===== src/rtl/tqle_ram.sv =====
`default_nettype none
module tqle_ram #(
  parameter int WIDTH  = 64,
  parameter int DEPTH  = 64,
  parameter int ADDR_W = $clog2(DEPTH)
) (
  input  wire logic              clk,
  input  wire logic              we,
  input  wire logic [ADDR_W-1:0] waddr,
  input  wire logic [WIDTH-1:0]  wdata,
  input  wire logic              re,
  input  wire logic [ADDR_W-1:0] raddr,
  output logic      [WIDTH-1:0]  rdata
);

  logic [WIDTH-1:0] mem [DEPTH];

  // Write port
  always_ff @(posedge clk) begin
    if (we) begin
      mem[waddr] <= wdata;
    end
  end

  // Registered read port
  always_ff @(posedge clk) begin
    if (re) begin
      rdata <= mem[raddr];
    end
  end

endmodule
`default_nettype wire


===== config.mk =====
export PLATFORM = sky130hd
export DESIGN_NAME = tqle_ram
export DESIGN_NICKNAME = d
export VERILOG_FILES = /design/src/rtl/tqle_ram.sv
export SDC_FILE = /design/constraint.sdc
export NUM_CORES = 2
export LEC_CHECK = 0
export BUFFER_PORTS_ARGS = -buffer_cell sky130_fd_sc_hd__buf_2
export CAP_MARGIN = 40
export CORE_ASPECT_RATIO = 0.6
export CORE_MARGIN = 10
export CORE_UTILIZATION = 45
export CTS_BUF_LIST = sky130_fd_sc_hd__clkbuf_8
export CTS_CLUSTER_SIZE = 16
export DETAILED_ROUTE_END_ITERATION = 10
export SLEW_MARGIN = 20
export SYNTH_ARGS = -nofsm -noshare
export SYNTH_HDL_FRONTEND = slang
export SYNTH_SLANG_ARGS = --single-unit

===== constraint.sdc =====
create_clock -name clk -period 6.82 [get_ports clk]
set_input_delay 0.682 -clock clk [delete_from_list [all_inputs] [get_ports clk]]
set_output_delay 0.682 -clock clk [all_outputs]
set_load 0.02 [all_outputs]

==> results.yml <==
outcome:
  status: "finished, final reports clean"
clocking:
  cts_setup_buffers: 0
  cts_tree: "yes"
  holdBufCountCts: 49
  clk_pin_slew_ns: 0.07
  cts_sinks: 4160
  cts_htree_levels: 6
  clock_path_buffers: 4
  root_buffer: "clkbuf_8"
  cts-resized-gates: 0
  cts_buffers: 593
  clk_latency_ns: 1.12
sta:
  finalSetupViolCount: 0
  period_minus_slack_ns: 3.03
  setup_slack_ns: 3.79
  finalSetupTns_ns: 0
  slew_headroom_pct: 32.7
  maxSlewViolCount: 0
  fmax_ghz: 0.330
  fin_crit_sh_pct: 44.4
  fin_skew_ns: 0.0717
  rsz0062_at_grt: "false"
  hold_viol: 0
  worstMarginPinSlew_ns: 1.01
critical_path:
  required_ns: 7.64
  timing.critical_path.max_delay_family: "buffers and inverters"
  crit_type: "in -> reg"
  crit_slowest_cell: "buf_4"
  critPathMostFrequentCell: "buf_4"
  crit_buf_inv: 3
  critPathLaunchType: "input port"
  path_cells: "buf_12 -> buf_4 -> buf_4 -> mux4_2 -> mux2i_1 -> nand2_1 -> a41oi_1 -> a211oi_1"
  critPathMaxStageDelay_ns: 0.70
  critPathArrivalTime_ns: 3.85
  cp-end-kind: "flip-flop"
  cp_max_fo: 64
global_routing:
  grt_pass1_wl_mm: 643
  grt_max_degree: 114
  gr-total-overflow: 0
  grt_pass1_vias: 77400
  antenna_found_initial: 53
  grt_usage_pct: 24.6
route:
  wl_per_cell_um: 37.6
  wl_met2_mm: 198
  top_layer: "met5"
  drt-total-wl_mm: 469
  initialDrtViolationCount: 12700
  antenna_left: 0
  routed_via_density: 6.36
  vias: 79200
  dr_wl_met3_mm: 59.6
  route.detailed.drc: 0
  first_pass_iters: 6
  wl_met1_mm: 199
power_and_ir_drop:
  p_leak_nw: 56.0
  fin_total_pwr_mw: 49.3
  powerDensity_mw_per_mm2: 276
  ir_drop_v: 0.000169
synth:
  synth.avg_cell_area_um2: 23.8
  synthFlopType: "edfxtp_1"
  yosys.area.top_type_share_pct: 79.6
  yosysMostFrequentCell: "edfxtp_1"
  syn_area_mm2: 0.157
  netlist_instances: 6598
  seq_area_frac_synth_pct: 79.6
  yosysTopAreaCell: "edfxtp_1"
  yosys-top-cells-count: "4160 x edfxtp_1, 1024 x mux4_2, 170 x buf_2, 168 x a22oi_1, 140 x clkbuf_1"
  ys_types: 32
  synth-seq-cells: 4160
  synth-async-reset-ratio_pct: 0
  syn-num-nets: 6677
  synth_edf_count: 4160
  synth.yosys.warnings: 0
  synth_area_leaders: "edfxtp_1 80%, mux4_2 15%, mux2i_1 0.86%"
die:
  rows: 167
  dieHeight_um: 478
  start_util_pct: 45.3
  io-pin-count: 143
  core-area_mm2: 0.346
  die-area_mm2: 0.374
  die_w_um: 783
min_path:
  hp-class: "in -> reg"
place:
  io_buffers: 142
  place_congestion: 0.780
  dp.cells: 11300
  dp_slack_ns: 2.62
  place_hpwl_mm: 267
  place_area_mm2: 0.167
cells_and_area:
  fillerInstances: 26800
  multi_input_area_mm2: 0.0308
  area_growth_pct: 13.5
  finalNonFillerCells: 12500
  drive_above_1_share_pct: 29.7
  regArea_mm2: 0.125
  final_area_mm2: 0.178
  nNetsFinal: 7441
flow_run:
  maxCapViolCount: 0
==> per-layer routing <==
layer	track usage [%]	up-vias
met5	0	-
met4	6.11	30
met3	6.63	717
met2	33.9	5353
met1	38.8	42900
li1	-	30100
==> logic make-up after synthesis <==
family / count (synthesis) / share of synthesized area, %
flip-flops: 4160 / 79.6
multiplexers: 1159 / 15.6
AO/OA/AOI/OAI: 504 / 2.47
buffers and inverters: 389 / 1.18
AND/OR/NAND/NOR: 386 / 1.23
==> power breakdown <==
group          total [mW]  switching [mW]  internal, mW  leakage, nW
registers            28.5           0.114          28.4         37.5
logic                2.64            1.66         0.984         12.5
clock network        18.2            9.57          8.58         6.02
total                49.3            11.3          37.9         56.0
==> flip-flops by register name, indices dropped and copies added (netlist names) <==
signal  cells
mem      4096
rdata      64
==> through the flow <==
step           util, %  hold WS (ns)
4_1_cts           51.4       0.00156
3_3_place_gp      47.5         0.885
5_1_grt           51.5        0.0320
2_1_floorplan        -         0.781
6_report          51.5        0.0515
3_5_place_dp      48.2         0.894
==> area by class of cell <==
cell class                      count  area share (%)
Timing Repair Buffer              539            3.48
Multi-Input combinational cell   2049            17.3
Antenna cell                       14          0.0197
Tap cell                         4647            3.26
Inverter                           19          0.0400
Clock inverter                    419            1.17
Sequential cell                  4160            70.1
Clock buffer                      605            4.67
==> final timing paths <==
kind | from | to | slack [ns] | cells after the start
max | raddr[0] | rdata[19] | 3.79 | 8
min | wdata[61] | mem[60][61] | 0.05 | 1
max reg2reg | mem[9][32] | rdata[32] | 4.54 | 5
min reg2reg | mem[54][32] | rdata[32] | 0.91 | 4
==> worst register-to-register path: stages, from the launching register on <==
cell and delay, ns:
edfxtp_1 0.43, mux4_2 0.49, nor2b_1 0.15, a211oi_1 0.52, o22ai_1 0.23, and3_1 0.19
==> cell usage in the layout (no fill, tap or decap), types with 26 or more instances in the layout <==
cell / count
a211oi_1: 63
a22o_1: 88
a22oi_1: 168
a41oi_1: 26
and3_1: 64
buf_12: 116
buf_16: 43
buf_2: 138
buf_4: 181
clkbuf_8: 605
clkinv_1: 137
clkinv_2: 42
dlygate4sd3_1: 53
edfxtp_1: 4160
inv_1: 212
mux2i_1: 135
mux4_2: 1024
nand2_1: 55
nand3_1: 45
nor2_1: 47
nor2_4: 65
o221ai_1: 38
o22ai_1: 83
or2_2: 28
or3_1: 29
No activity file was read; power rests on OpenSTA's default activity.
