`src/rtl/tqle_pkg.sv`:
```
`default_nettype none
package tqle_pkg;

  // Grid and table geometry
  localparam int GRID_SIDE = 8;
  localparam int COORD_W   = 3;
  localparam int CELLS     = GRID_SIDE * GRID_SIDE;
  localparam int CELL_W    = $clog2(CELLS);
  localparam int N_ACT     = 4;
  localparam int ACT_W     = 2;
  localparam int Q_W       = 16;
  localparam int ROW_W     = N_ACT * Q_W;

  // Configuration registers
  localparam int CFG_IDX_W  = 2;
  localparam int CFG_DATA_W = 9;
  localparam int RATE_W     = 9;
  localparam int EXPLORE_W  = 7;
  localparam logic [CFG_IDX_W-1:0] CFG_LEARN_RATE = 2'd0;
  localparam logic [CFG_IDX_W-1:0] CFG_DISCOUNT   = 2'd1;
  localparam logic [CFG_IDX_W-1:0] CFG_EXPLORE    = 2'd2;
  localparam logic [RATE_W-1:0]    LEARN_RATE_RST = 9'd128;
  localparam logic [RATE_W-1:0]    DISCOUNT_RST   = 9'd230;
  localparam logic [EXPLORE_W-1:0] EXPLORE_RST    = 7'd50;

  // Commands
  localparam logic CMD_CHOOSE = 1'b0;
  localparam logic CMD_UPDATE = 1'b1;

  // Update arithmetic widths
  localparam int T_W    = 27;                 // reward + discount*M - 256*Q
  localparam int P_W    = T_W + RATE_W + 1;   // signed product
  localparam int FRAC_W = 16;                 // learn_rate and discount fractions
  localparam int S_W    = P_W - FRAC_W;       // step after the shift
  localparam int SUM_W  = S_W + 1;            // old value plus step

  localparam logic signed [Q_W-1:0] GREEDY_FLOOR = -16'sd1000;

  typedef enum logic [2:0] {
    ST_IDLE,
    ST_READ_A,
    ST_READ_B,
    ST_MUL_DISC,
    ST_MUL_LR,
    ST_STEP,
    ST_DONE
  } tqle_state_t;

  typedef struct packed {
    logic                    cmd;
    logic [COORD_W-1:0]      cell_x;
    logic [COORD_W-1:0]      cell_y;
    logic [ACT_W-1:0]        action;
    logic [COORD_W-1:0]      next_x;
    logic [COORD_W-1:0]      next_y;
    logic signed [Q_W-1:0]   reward;
    logic [EXPLORE_W-1:0]    random_draw;
    logic [ACT_W-1:0]        random_action;
  } tqle_in_t;

  typedef struct packed {
    logic [ACT_W-1:0]        chosen_action;
    logic                    explored;
    logic signed [Q_W-1:0]   q_value;
  } tqle_out_t;

  // Sequencer controls toward the datapath
  typedef struct packed {
    logic idle;
    logic rd_en;
    logic rd_from_in;
    logic ld_choose;
    logic ld_m;
    logic ld_q;
    logic mul_en;
    logic mul_lr;
    logic ld_t;
    logic wr_en;
    logic ld_update;
    logic ld_out;
  } tqle_ctl_t;

  typedef struct packed {
    logic [ACT_W-1:0]      pick;
    logic signed [Q_W-1:0] value;
  } tqle_greedy_t;

  // Clamp a coordinate into the grid
  function automatic logic [COORD_W-1:0] clamp_coord(input logic [COORD_W-1:0] c);
    if (int'(c) >= GRID_SIDE) begin
      return COORD_W'(GRID_SIDE - 1);
    end
    return c;
  endfunction

  // Table row for a cell
  function automatic logic [CELL_W-1:0] cell_index(input logic [COORD_W-1:0] x,
                                                   input logic [COORD_W-1:0] y);
    return CELL_W'(int'(clamp_coord(y)) * GRID_SIDE + int'(clamp_coord(x)));
  endfunction

  // One action value out of a row
  function automatic logic signed [Q_W-1:0] row_lane(input logic [ROW_W-1:0] row,
                                                     input logic [ACT_W-1:0] act);
    return row[act*Q_W +: Q_W];
  endfunction

  // First value strictly above the running best, starting at the floor
  function automatic tqle_greedy_t greedy_pick(input logic [ROW_W-1:0] row);
    tqle_greedy_t          g;
    logic signed [Q_W-1:0] best;
    logic signed [Q_W-1:0] v;
    best    = GREEDY_FLOOR;
    g.pick  = '0;
    g.value = row[Q_W-1:0];
    for (int a = 0; a < N_ACT; a++) begin
      v = row[a*Q_W +: Q_W];
      if (v > best) begin
        best    = v;
        g.pick  = ACT_W'(a);
        g.value = v;
      end
    end
    return g;
  endfunction

endpackage
`default_nettype wire

```
`src/rtl/tqle_mul.sv`:
```
`default_nettype none
module tqle_mul (
  input  wire logic                                clk,
  input  wire logic                                en,
  input  wire logic signed [tqle_pkg::T_W-1:0]     a,
  input  wire logic        [tqle_pkg::RATE_W-1:0]  b,
  output logic signed      [tqle_pkg::P_W-1:0]     p
);
  import tqle_pkg::*;

  logic signed [RATE_W:0] b_s;

  // Unsigned factor as a non-negative signed operand
  assign b_s = $signed({1'b0, b});

  // Shared multiplier, product registered
  always_ff @(posedge clk) begin
    if (en) begin
      p <= P_W'(a * b_s);
    end
  end

endmodule
`default_nettype wire

```
`config.mk`:
```
export PLATFORM = sky130hd
export DESIGN_NAME = tqle_mul
export DESIGN_NICKNAME = d
export VERILOG_FILES = /design/src/rtl/tqle_pkg.sv /design/src/rtl/tqle_mul.sv
export SDC_FILE = /design/constraint.sdc
export NUM_CORES = 1
export LEC_CHECK = 0
export ABC_AREA = 1
export BUFFER_PORTS_ARGS = -buffer_cell sky130_fd_sc_hd__buf_4
export CAP_MARGIN = 25
export CORE_UTILIZATION = 50
export CTS_BUF_LIST = sky130_fd_sc_hd__clkbuf_2
export DETAILED_ROUTE_END_ITERATION = 10
export PLACE_DENSITY_LB_ADDON = 0.1
export SETUP_SLACK_MARGIN = 0.5
export SYNTH_ARGS = -nofsm -noshare
export SYNTH_HDL_FRONTEND = slang
export SYNTH_SLANG_ARGS = --single-unit
```
`constraint.sdc`:
```
create_clock -name clk -period 7.3 [get_ports clk]
set_clock_uncertainty 0.1 [all_clocks]
set_input_delay 2.19 -clock clk [delete_from_list [all_inputs] [get_ports clk]]
set_output_delay 2.19 -clock clk [all_outputs]
set_load 0.02 [all_outputs]
```
==> impl_results.md <==
- Status: complete, but fails checks
- Failing checks: design-rule violations
- Area of the die: 21880 sq um
- Synth Cell Area: 10640 sq um
- Max FFs per register: 37
- Warnings, synthesis: 0
- Max incr delay on CP: 0.66 ns
- Final ANT Viol Nets: 0
- Peak Freq: 151.0 MHz
- Non-filler cells, final: 1755
- Leading cell type in the layout, fill and taps excluded: nand2_1
- Clock tree buffer depth: 2
- Layout area overhead: 8.182%
- Fin area: 11510 sq um
- Die outline width: 147.9 um
- Crit path kind: in -> reg
- Layout cells sized above 1: 7.635%
- Setup TNS: 0 ns
- CP required: 7.38 ns
- Syn avg cell area: 7.346 sq um
- Final period util: 90.72%
- WP data arrival: 6.70 ns
- Core Area: 20960 sq um
- N_diodes: 0
- Post-DP Area: 11360 sq um
- DP Cell Count: 1747
- Rel. slew slack: 66.68%
- CP max FO: 27
- CTS H-tree lvls: 2
- Via density: 4.826
- First-pass GRT wire length: 43.01 mm
- Chip height: 147.9 um
- Worst slew pin tran: 0.4998 ns
- Most frequent CP cell: inv_1
- Mapped Cells: 1449
- Final setup fails: 0
- Most flops, register: p
- Largest registers: p: 37 flops
- Total clock buffers created by CTS: 5
- DR WL/cell: 14.23 um
- Overall Global Routing Usage: 24.88%
- Initial Util: 50.79%
- Synth unique cells: 29
- Worst hold path type: in -> reg
- CTS tree: done
- Critical-path cell list: buf_8 -> nand2_1 -> fa_2 -> inv_1 -> fa_1 -> inv_1 -> fa_1 -> inv_1 -> fa_1 -> inv_1 -> fa_1 -> inv_1 -> ha_1 -> nand2_1 -> nor2_1 -> nand2_1 -> nor2_1 -> nand4_1 -> nand4_1 -> nand2_1
- Max-cap violation count: 0
- Unrepaired setup endpoints after global routing: false
- DRC violations left: 4
- Post-detail-place hpwl: 21.39 mm
- Critical Path Slowest Stage Cell: fa_2
- FP Rows: 53
- Top_reg_cell synth: edfxtp_1
- Final hold vios: 0
- Worst-path clk slew: 0.25 ns
- Hold-fix buffers, CTS: 0
- Clk sinks: 37
- Async SR Flop Fraction: 0%
- Slew Limit Fails: 0
- IO Port Bufs: 74
- Post-synth EDFFs: 37
- RD Place Congestion: 0.8971
- Initial antenna violation count: 0
- # Post-CTS Setup Buffers: 0
- Most frequent cells in the layout: nand2_1 (458), inv_1 (421), fa_1 (197)
- CP Launch Type: input pin
- Final wirelength: 24.98 mm
- Final net count: 1795
- Vias in the first global route: 8876
- Vias: 8469
- Crit path time final: 6.623 ns
- Post-synthesis sequential area ratio: 10.44%
- Gr ovfl total: 0
- I/O pins: 75
- 1st-pass router iterations: 8
- Root buf cell: clkbuf_2
- Post-synth net total: 1765
- Pin count of the biggest net entering global routing: 38
- Crit. End Element: register
- DR iter-0 viols: 348
- Yosys reg bits: 37
synth_stat cells, types with 2 or more instances:
library cell	n	share of area, %
a21o_1	2	0.14
a21oi_1	29	1.4
buf_1	4	0.14
buf_2	2	0.094
clkbuf_1	48	1.7
edfxtp_1	37	10
fa_1	199	37
ha_1	79	9.3
inv_1	421	15
nand2_1	460	16
nand2_2	7	0.41
nand3_1	34	1.6
nand3_2	2	0.19
nand4_1	6	0.35
nor2_1	74	2.6
nor2_2	2	0.12
nor3_1	2	0.094
nor3_2	4	0.38
o21ai_0	7	0.33
o21bai_1	6	0.42
xor2_1	16	1.3
repair_timing:
item | 4_1_cts | 5_1_grt
gates resized for setup | 0 | 18
hold endpoints to repair | 0 | 0
setup endpoints to repair | 0 | 18
cell families after synthesis:
logic type,count (synthesis),synth area share [%]
xor+xnor,16,1.317
simple gates,597,22.39
buf+inv,475,16.77
flops,37,10.44
fa+ha+maj,278,46.71
compound gates,46,2.363
final cells by class:
cell class | instances | area (sq um)
well taps | 275 | 344.1
fillers | 2100 | 9440
flip-flops and latches | 37 | 1111
inverters | 421 | 1580
multi-input cells | 937 | 7777
repair buffers | 77 | 608.1
clock buffers | 5 | 25.02
clock inverters | 3 | 68.82
through the flow:
step | hold WS [ns] | util (%) | setup slack [ns]
after floorplan | 2.203 | - | 0.5075
after global placement | 2.450 | 54.23 | 0.1106
after detailed placement | 2.456 | 54.23 | 0.08144
after CTS | 1.997 | 54.68 | 0.5554
after global routing | 1.997 | 54.95 | 0.5083
final | 2.005 | 54.95 | 0.6774
path summary, 6_finish.rpt:
check / start / endpoint / slack [ns] / depth (start not counted)
worst max-delay path: b[2] / p[36]$_DFFE_PP_ / 0.68 / 20
worst min-delay path: a[0] / p[0]$_DFFE_PP_ / 2.01 / 3
critical path: cells and delay by family:
kind	cells	cell delay, ns
buffers and inverters	6	0.53
adder cells (fa/ha/maj)	6	3.01
AND/OR/NAND/NOR	8	0.94
layer usage:
layer	wire (um)	share of wire, %	global-route usage [%]
met1	10270	41	30.53
met2	13180	53	47.50
met3	1005	4.0	1.605
met4	524	2.1	5.515
met5	0	0	0
Power is left out: the tool's default activity adds up to more than one toggle a clock period on the data nets, which glitch-free logic cannot reach.
