### src/rtl/tqle_pkg.sv
`default_nettype none
package tqle_pkg;

  // Grid and table geometry
  localparam int GRID_SIDE = 8;
  localparam int COORD_W   = 3;
  localparam int CELLS     = GRID_SIDE * GRID_SIDE;
  localparam int CELL_W    = $clog2(CELLS);
  localparam int N_ACT     = 4;
  localparam int ACT_W     = 2;
  localparam int Q_W       = 16;
  localparam int ROW_W     = N_ACT * Q_W;

  // Configuration registers
  localparam int CFG_IDX_W  = 2;
  localparam int CFG_DATA_W = 9;
  localparam int RATE_W     = 9;
  localparam int EXPLORE_W  = 7;
  localparam logic [CFG_IDX_W-1:0] CFG_LEARN_RATE = 2'd0;
  localparam logic [CFG_IDX_W-1:0] CFG_DISCOUNT   = 2'd1;
  localparam logic [CFG_IDX_W-1:0] CFG_EXPLORE    = 2'd2;
  localparam logic [RATE_W-1:0]    LEARN_RATE_RST = 9'd128;
  localparam logic [RATE_W-1:0]    DISCOUNT_RST   = 9'd230;
  localparam logic [EXPLORE_W-1:0] EXPLORE_RST    = 7'd50;

  // Commands
  localparam logic CMD_CHOOSE = 1'b0;
  localparam logic CMD_UPDATE = 1'b1;

  // Update arithmetic widths
  localparam int T_W    = 27;                 // reward + discount*M - 256*Q
  localparam int P_W    = T_W + RATE_W + 1;   // signed product
  localparam int FRAC_W = 16;                 // learn_rate and discount fractions
  localparam int S_W    = P_W - FRAC_W;       // step after the shift
  localparam int SUM_W  = S_W + 1;            // old value plus step

  localparam logic signed [Q_W-1:0] GREEDY_FLOOR = -16'sd1000;

  typedef enum logic [2:0] {
    ST_IDLE,
    ST_READ_A,
    ST_READ_B,
    ST_MUL_DISC,
    ST_MUL_LR,
    ST_STEP,
    ST_DONE
  } tqle_state_t;

  typedef struct packed {
    logic                    cmd;
    logic [COORD_W-1:0]      cell_x;
    logic [COORD_W-1:0]      cell_y;
    logic [ACT_W-1:0]        action;
    logic [COORD_W-1:0]      next_x;
    logic [COORD_W-1:0]      next_y;
    logic signed [Q_W-1:0]   reward;
    logic [EXPLORE_W-1:0]    random_draw;
    logic [ACT_W-1:0]        random_action;
  } tqle_in_t;

  typedef struct packed {
    logic [ACT_W-1:0]        chosen_action;
    logic                    explored;
    logic signed [Q_W-1:0]   q_value;
  } tqle_out_t;

  // Sequencer controls toward the datapath
  typedef struct packed {
    logic idle;
    logic rd_en;
    logic rd_from_in;
    logic ld_choose;
    logic ld_m;
    logic ld_q;
    logic mul_en;
    logic mul_lr;
    logic ld_t;
    logic wr_en;
    logic ld_update;
    logic ld_out;
  } tqle_ctl_t;

  typedef struct packed {
    logic [ACT_W-1:0]      pick;
    logic signed [Q_W-1:0] value;
  } tqle_greedy_t;

  // Clamp a coordinate into the grid
  function automatic logic [COORD_W-1:0] clamp_coord(input logic [COORD_W-1:0] c);
    if (int'(c) >= GRID_SIDE) begin
      return COORD_W'(GRID_SIDE - 1);
    end
    return c;
  endfunction

  // Table row for a cell
  function automatic logic [CELL_W-1:0] cell_index(input logic [COORD_W-1:0] x,
                                                   input logic [COORD_W-1:0] y);
    return CELL_W'(int'(clamp_coord(y)) * GRID_SIDE + int'(clamp_coord(x)));
  endfunction

  // One action value out of a row
  function automatic logic signed [Q_W-1:0] row_lane(input logic [ROW_W-1:0] row,
                                                     input logic [ACT_W-1:0] act);
    return row[act*Q_W +: Q_W];
  endfunction

  // First value strictly above the running best, starting at the floor
  function automatic tqle_greedy_t greedy_pick(input logic [ROW_W-1:0] row);
    tqle_greedy_t          g;
    logic signed [Q_W-1:0] best;
    logic signed [Q_W-1:0] v;
    best    = GREEDY_FLOOR;
    g.pick  = '0;
    g.value = row[Q_W-1:0];
    for (int a = 0; a < N_ACT; a++) begin
      v = row[a*Q_W +: Q_W];
      if (v > best) begin
        best    = v;
        g.pick  = ACT_W'(a);
        g.value = v;
      end
    end
    return g;
  endfunction

endpackage
`default_nettype wire

### src/rtl/tqle_seq.sv
`default_nettype none
module tqle_seq (
  input  wire logic                clk,
  input  wire logic                rst_n,
  input  wire logic                in_valid,
  input  wire logic                is_update,
  input  wire logic                out_free,
  output tqle_pkg::tqle_ctl_t      ctl
);
  import tqle_pkg::*;

  tqle_state_t state_r;
  tqle_state_t state_nxt;

  // State register
  always_ff @(posedge clk) begin
    if (!rst_n) begin
      state_r <= ST_IDLE;
    end else begin
      state_r <= state_nxt;
    end
  end

  // Next state
  always_comb begin
    state_nxt = state_r;
    case (state_r)
      ST_IDLE:     if (in_valid) state_nxt = ST_READ_A;
      ST_READ_A:   state_nxt = is_update ? ST_READ_B : ST_DONE;
      ST_READ_B:   state_nxt = ST_MUL_DISC;
      ST_MUL_DISC: state_nxt = ST_MUL_LR;
      ST_MUL_LR:   state_nxt = ST_STEP;
      ST_STEP:     state_nxt = ST_DONE;
      ST_DONE:     if (out_free) state_nxt = ST_IDLE;
      default:     state_nxt = ST_IDLE;
    endcase
  end

  // Control outputs
  always_comb begin
    ctl = '0;
    case (state_r)
      ST_IDLE: begin
        ctl.idle       = 1'b1;
        ctl.rd_from_in = 1'b1;
        ctl.rd_en      = in_valid;
      end
      ST_READ_A: begin
        ctl.ld_choose = !is_update;
        ctl.ld_m      = is_update;
        ctl.rd_en     = is_update;
      end
      ST_READ_B: begin
        ctl.ld_q   = 1'b1;
        ctl.mul_en = 1'b1;
      end
      ST_MUL_DISC: begin
        ctl.ld_t = 1'b1;
      end
      ST_MUL_LR: begin
        ctl.mul_en = 1'b1;
        ctl.mul_lr = 1'b1;
      end
      ST_STEP: begin
        ctl.wr_en     = 1'b1;
        ctl.ld_update = 1'b1;
      end
      ST_DONE: begin
        ctl.ld_out = out_free;
      end
      default: ctl = '0;
    endcase
  end

endmodule
`default_nettype wire

### config.mk
export PLATFORM = sky130hd
export DESIGN_NAME = tqle_seq
export DESIGN_NICKNAME = d
export VERILOG_FILES = /design/src/rtl/tqle_pkg.sv /design/src/rtl/tqle_seq.sv
export SDC_FILE = /design/constraint.sdc
export NUM_CORES = 1
export LEC_CHECK = 0
export ABC_CLOCK_PERIOD_IN_PS = 2400
export BUFFER_PORTS_ARGS = -buffer_cell sky130_fd_sc_hd__buf_4
export CORE_AREA = 2 2 39 41
export CTS_BUF_LIST = sky130_fd_sc_hd__clkbuf_4 sky130_fd_sc_hd__clkbuf_8 sky130_fd_sc_hd__clkbuf_16
export CTS_CLUSTER_DIAMETER = 120
export DETAILED_ROUTE_END_ITERATION = 12
export DIE_AREA = 0 0 41 43
export GPL_TIMING_DRIVEN = 0
export HOLD_SLACK_MARGIN = 0.03
export MAX_ROUTING_LAYER = met4
export PLACE_DENSITY_LB_ADDON = 0.2
export SLEW_MARGIN = 20
export SYNTH_ARGS = -nofsm -noshare
export SYNTH_HDL_FRONTEND = slang
export SYNTH_SLANG_ARGS = --single-unit
### constraint.sdc
create_clock -name clk -period 2.4 [get_ports clk]
set_input_delay 0.12 -clock clk [delete_from_list [all_inputs] [get_ports clk]]
set_output_delay 0.12 -clock clk [all_outputs]
set_load 0.02 [all_outputs]
==> results of run 1 <==
==> power by group through the flow <==
stage | Clock, mW | Sequential [mW] | Combinational, mW
floorplan | 0 | 0.0610 | 0.108
global placement | 0 | 0.0611 | 0.164
detailed placement | 0 | 0.0613 | 0.163
CTS | 0.105 | 0.0605 | 0.164
global route | 0.108 | 0.0609 | 0.173
finish | 0.0993 | 0.0604 | 0.162
==> cell usage in the layout, fill, tap and decap left out <==
cell       instances
a2111oi_2          1
buf_4             19
xnor2_1            1
buf_6              2
mux2i_1            1
inv_2              1
nor2_1             3
and3_4             1
nand2b_1           2
nor2b_2            1
inv_1              1
o31a_1             1
o21a_1             1
nand2_1            1
nor3_1             5
clkbuf_4           4
a21oi_1            2
and3_1             1
nor3b_1            1
and2_1             1
dfxtp_1            3
==> worst paths after layout <==
path | startpoint | end | cells past startpoint
worst min-delay path | rst_n | state_r[1]$_SDFFE_PN0P_ | 2
worst min register to register | state_r[0]$_SDFFE_PN0P_ | state_r[0]$_SDFFE_PN0P_ | 2
worst max register to register | state_r[0]$_SDFFE_PN0P_ | state_r[2]$_SDFFE_PN0P_ | 3
worst max-delay path | state_r[0]$_SDFFE_PN0P_ | ctl[2] | 5
==> worst max-delay path, stage by stage (launching register included) <==
cell and delay, ps:
dfxtp_1 310, buf_6 130, nor2b_2 200, and2_1 160
buf_4 100, buf_4 120
==> cell families after synthesis <==
logic type	Yosys count	synth area share, %
compound gates	5	15.6
mux	1	3.77
simple gates	16	34.9
flops	3	22.6
buf+inv	7	19.8
xor+xnor	1	3.30
==> per-layer routing <==
layer / part of all wire, % / global-route usage, % / vias to the layer above
li1: - / - / 151
met1: 48 / 10.3 / 118
met2: 40 / 8.75 / 12
met3: 11 / 6.28 / 0
met4: 0 / 2.00 / 0
met5: 0 / - / -
==> stage by stage <==
| stage | total power [mW] | std cells | util [%] |
|---|---|---|---|
| 6_report | 0.321 | 69 | 31.5 |
| 5_1_grt | 0.342 | 69 | 31.5 |
| 4_1_cts | 0.329 | 69 | 31.5 |
| 2_1_floorplan | 0.169 | 33 | - |
| 3_5_place_dp | 0.224 | 65 | 29.3 |
| 3_3_place_gp | 0.225 | 65 | 29.3 |
==> final cells by class <==
type	instances	area share, %
buffer	5	10.3
timing repair buffer	16	27.6
multi-input combinational	23	35.1
sequential	3	13.8
inverter	2	1.72
clock buffer	4	6.90
tap	16	4.60
==> flow_metrics.env, run 1 <==
export IMPL_p_leak_nw=0.210
export IMPL_overflow=0
export IMPL_endpoint_kind="primary output"
export IMPL_cts_resized=0
export IMPL_grt_setup_unrepaired="false"
export IMPL_grt_pass1_wl_um=883
export IMPL_grtUsageTotal_pct=7.71
export IMPL_grt_pass1_vias=226
export IMPL_drc_errors=0
export IMPL_synth_area_leaders="dfxtp_1, nor3_1, buf_4, buf_6, a2111oi_2"
export IMPL_fin_ws_ps=1010
export IMPL_die_w_um=41
export IMPL_synth_net_count=38
export IMPL_via_per_inst=4.07
export IMPL_synth_top_cells_by_count="nor3_1, buf_4, dfxtp_1, nor2_1"
export IMPL_largestRegisters="state_r (3)"
export IMPL_hold_violations=0
export IMPL_antenna_found_initial=0
export IMPL_die_area_um2=1760
export IMPL_drtAntennaViolNets=0
export IMPL_drtIter0Drc=3
export IMPL_min_period_over_period_pct=57.8
export IMPL_fin_crit_ps=1390
export IMPL_max_vdd_ir_drop_uv=491
export IMPL_dieHeight_um=43
export IMPL_synth_cell_types=20
export IMPL_clk_path_buf_depth=2
export IMPL_critPathKind="register to primary output"
export IMPL_htreeDepth=1
export IMPL_largest_reg_flops=3
export IMPL_drv_slew=0
export IMPL_synth_top_area_share_pct=22.6
export IMPL_power_density_nw_per_um2=738
export IMPL_clockRootBuffer="clkbuf_4"
export IMPL_seq_area_um2=60.1
export IMPL_dr_pass1_iters=3
export IMPL_comb_power_share_pct=50.3
export IMPL_cap_viol_max_count=0
export IMPL_required_ps=2280
export IMPL_cts_setup_buffers=0
export IMPL_multiInputGateArea_um2=153
export IMPL_wl_per_cell_um=8.87
export IMPL_fin_nets=59
export IMPL_gp_congestion=0.696
export IMPL_switchingPower_mw=0.114
export IMPL_yosysMostFrequentCell="nor3_1"
export IMPL_critPathLaunchType="register"
export IMPL_status="finished clean"
export IMPL_port_buffers=16
export IMPL_pre_cts_ws_ps=1250
export IMPL_totalNegativeSetupSlack_ps=0
export IMPL_synth_edf_count=0
export IMPL_avgSynthCellArea_um2=8.04
export IMPL_yosysTopAreaCell="dfxtp_1"
export IMPL_p_int_mw=0.207
export IMPL_yosysWarnings=0
export IMPL_cts_inserted_buffers=3
export IMPL_max_slew_margin_pct=83.6
export IMPL_ios=17
export IMPL_cts_tree="built"
export IMPL_fill_cells=153
export IMPL_synthCells=33
export IMPL_clock_sinks=3
export IMPL_design_area_um2=435
export IMPL_yosysSeqAreaShare_pct=22.6
export IMPL_cts_hold_buffers=0
export IMPL_ys_ff_latch=3
export IMPL_p_seq_share_pct=18.8
export IMPL_worstSkewPairLatency_ps=230
export IMPL_clkPwrFrac_pct=30.9
export IMPL_placement_cell_area_um2=405
export IMPL_ys_flop_type="dfxtp_1"
export IMPL_switching_share_pct=35.5
export IMPL_max_clock_freq_mhz=720
export IMPL_cp_arrival_ps=1270
export IMPL_num_rows=14
export IMPL_grt_max_degree=11
export IMPL_core_area_um2=1380
export IMPL_start_util_pct=19.2
export IMPL_syn_cell_area_um2=265
export IMPL_routed_wl_um=612
export IMPL_clk_pin_slew_worst_paths_ps=40
export IMPL_finalSetupViolations=0
export IMPL_regMostFlops="state_r"
export IMPL_num_vias=281
export IMPL_hold_class="primary input to register"
export IMPL_worst_pin_slew_ps=244
export IMPL_regToRegSetupSlack_ps=1410
export IMPL_critPathMaxFanout=10
export IMPL_layout_drive_gt1_share_pct=54.7
export IMPL_syn_to_final_growth_pct=64.2
export IMPL_whs_ps=119
export IMPL_diodes=0
export IMPL_ys_async_sr_fraction_pct=0
export IMPL_fin_skew_ps=1.17
Power figures use the tool's default switching activity.
==> run 2: changes to the inputs <==
- ABC_AREA: not set -> 1
- ABC_CLOCK_PERIOD_IN_PS: 2400 -> 1390
- clock period: 2.4 -> 1.39 ns (I/O delays scaled with it)
==> run 2 against run 1 <==
Global-route usage grew 0.81 points. Clock skew is essentially flat. Utilization shrank 2.2 points. Critical endpoint unchanged. Largest power group unchanged.
==> flow_metrics.env, run 2 <==
export IMPL_cap_viol_max_count=0
export IMPL_final_util_pct=29.3
export IMPL_clock_sinks=3
export IMPL_grt_pass1_vias=251
export IMPL_synth_top_family_by_area="simple AND/OR/NAND/NOR gates"
export IMPL_synthMuxAreaShare_pct=0
export IMPL_cpMaxStageDelayCell="dfxtp_4"
export IMPL_gp_congestion=0.663
export IMPL_core_area_um2=1380
export IMPL_min_period_over_period_pct=95.1
export IMPL_path_cells="inv_2 > or2_1 > nor2_1 > buf_4 > buf_4"
export IMPL_grt_pass1_wl_um=966
export IMPL_yosysWarnings=0
export IMPL_reg2regPathDepth=4
export IMPL_fin_crit_ps=1320
export IMPL_num_rows=14
export IMPL_port_buffers=16
export IMPL_hold_depth=3
export IMPL_final_cell_mix="buf_4, inv_1, nand2_1, nor2_1"
export IMPL_die_area_um2=1760
export IMPL_synthCells=40
export IMPL_hold_class="primary input to register"
export IMPL_dp_hpwl_um=483
export IMPL_yosysTopAreaCell="dfxtp_1"
export IMPL_synth_xor_xnor_area_share_pct=0
export IMPL_syn_cell_area_um2=229
export IMPL_grt_max_degree=8
export IMPL_endpoint_kind="primary output"
export IMPL_regMostFlops="state_r"
export IMPL_required_ps=1320
export IMPL_max_vdd_ir_drop_uv=507
export IMPL_ios=17
export IMPL_num_vias=293
export IMPL_diodes=0
export IMPL_synth_compound_area_share_pct=4.92
export IMPL_cp_arrival_ps=1250
export IMPL_max_clock_freq_mhz=757
export IMPL_clockRootBuffer="clkbuf_4"
export IMPL_dr_pass1_iters=1
export IMPL_antenna_found_initial=0
export IMPL_clk_path_buf_depth=2
export IMPL_clk_pin_slew_worst_paths_ps=40
export IMPL_power_density_nw_per_um2=1400
export IMPL_largest_reg_flops=3
export IMPL_overflow=0
export IMPL_htreeDepth=1
export IMPL_fin_skew_ps=1.28
export IMPL_cts_inserted_buffers=3
export IMPL_fin_nets=66
export IMPL_p_leak_nw=0.252
export IMPL_synth_edf_count=0
export IMPL_whs_ps=45.0
export IMPL_cts_resized=1
export IMPL_status="finished clean"
export IMPL_holdPathEnd="state_r[2]$_SDFFE_PN0P_"
export IMPL_worstSkewPairLatency_ps=230
export IMPL_finalSetupViolations=0
export IMPL_r2r_start="state_r[1]$_SDFFE_PN0P_"
export IMPL_avgSynthCellArea_um2=5.72
export IMPL_drv_slew=0
export IMPL_design_area_um2=405
export IMPL_regToRegSetupSlack_ps=410
export IMPL_r2r_end="state_r[0]$_SDFFE_PN0P_"
export IMPL_layout_drive_gt1_share_pct=43.3
export IMPL_hold_start="rst_n"
export IMPL_synth_adder_area_share_pct=0
export IMPL_ys_async_sr_fraction_pct=0
export IMPL_synth_area_leaders="dfxtp_1, inv_1, nor2_1, nand2_1, nand3_1"
export IMPL_synth_net_count=45
export IMPL_layout_commonest_cell="buf_4"
export IMPL_slowest_delay_ps=380
export IMPL_critPathMaxFanout=7
export IMPL_ys_flop_type="dfxtp_1"
export IMPL_via_per_inst=3.86
export IMPL_cts_setup_buffers=0
export IMPL_dieHeight_um=43
export IMPL_start_util_pct=16.5
export IMPL_synth_top_cells_by_count="inv_1, nor2_1, nand2_1"
export IMPL_drtIter0Drc=0
export IMPL_grtUsageTotal_pct=8.52
export IMPL_ys_ff_latch=3
export IMPL_worst_pin_slew_ps=231
export IMPL_die_w_um=41
export IMPL_yosys_area_share_simple_pct=45.9
export IMPL_syn_to_final_growth_pct=77.0
export IMPL_hold_violations=0
export IMPL_cp_common_cell="buf_4"
export IMPL_max_slew_margin_pct=84.6
export IMPL_cts_tree="built"
export IMPL_yosysSeqAreaShare_pct=26.2
export IMPL_drc_errors=0
export IMPL_grt_setup_unrepaired="true"
export IMPL_placement_cell_area_um2=369
export IMPL_drtAntennaViolNets=0
export IMPL_wl_per_cell_um=8.24
export IMPL_largestRegisters="state_r (3)"
export IMPL_synth_top_area_share_pct=26.2
export IMPL_yosysMostFrequentCell="inv_1"
export IMPL_critPathLaunchType="register"
export IMPL_cts_hold_buffers=0
export IMPL_routed_wl_um=626
export IMPL_critPathKind="register to primary output"
export IMPL_synth_cell_types=13
[run 2: cell count changes after synthesis, moves of 2 or more]
cell,delta
nand3_1,+4
nor2_1,+4
a21oi_1,-2
nor3_1,-3
or2_1,+2
nand2b_1,-2
buf_6,-2
inv_1,+8
nand2_1,+5
[run 2: cells by family (layout without fill, tap and decap cells)]
family	after synthesis	count (layout)
flip-flops	3	3
AO/OA/AOI/OAI	2	2
buffers and inverters	12	32
AND/OR/NAND/NOR	23	23
[run 2: stage by stage]
step | instances | power [mW] | setup slack (ps) | TNS [ps]
2_1_floorplan | 40 | 0.284 | 107 | 0
4_1_cts | 76 | 0.574 | 15.4 | 0
3_3_place_gp | 72 | 0.391 | 161 | 0
6_report | 76 | 0.567 | 68.5 | 0
5_1_grt | 76 | 0.611 | -14.1 | -23.2
3_5_place_dp | 72 | 0.390 | 180 | 0
[run 2: worst max-delay path by stage]
stage,from,to,cells after the start
global placement,state_r[0]$_SDFFE_PN0P_,ctl[2],5
CTS,state_r[0]$_SDFFE_PN0P_,ctl[2],5
floorplan,state_r[0]$_SDFFE_PN0P_,ctl[2],4
finish,state_r[0]$_SDFFE_PN0P_,ctl[2],5
global route,state_r[0]$_SDFFE_PN0P_,ctl[2],5
detailed placement,state_r[0]$_SDFFE_PN0P_,ctl[2],5
[run 2: final cells by class]
class	count	area [um^2]
fillers	174	978
repair buffers	16	120
plain buffers	2	15.0
flip-flops and latches	3	63.8
well taps	16	20.0
clock buffers	4	30.0
multi-input cells	25	119
inverters	10	37.5
[run 2: worst max-delay path: cells and delay by family (launching register included)]
family	cells	cell delay (ps)
DFF	1	380
buffers and inverters	3	300
and+or+nand+nor	2	340
[run 2: power breakdown]
group / leakage, nW / switching (mW) / internal [mW] / total, mW
logic: 0.208 / 0.147 / 0.120 / 0.267
registers: 0.0254 / 0.0236 / 0.103 / 0.126
clock network: 0.0184 / 0.0467 / 0.127 / 0.174
[run 2: per-layer routing]
| layer | global-route usage (%) | routed length (um) | up-vias | part of all wire [%] |
|---|---|---|---|---|
| li1 | - | - | 159 | - |
| met1 | 9.58 | 269 | 126 | 43 |
| met2 | 11.9 | 305 | 8 | 49 |
| met3 | 3.14 | 51 | 0 | 8.1 |
| met4 | 6.00 | 0 | 0 | 0 |
| met5 | - | 0 | - | 0 |
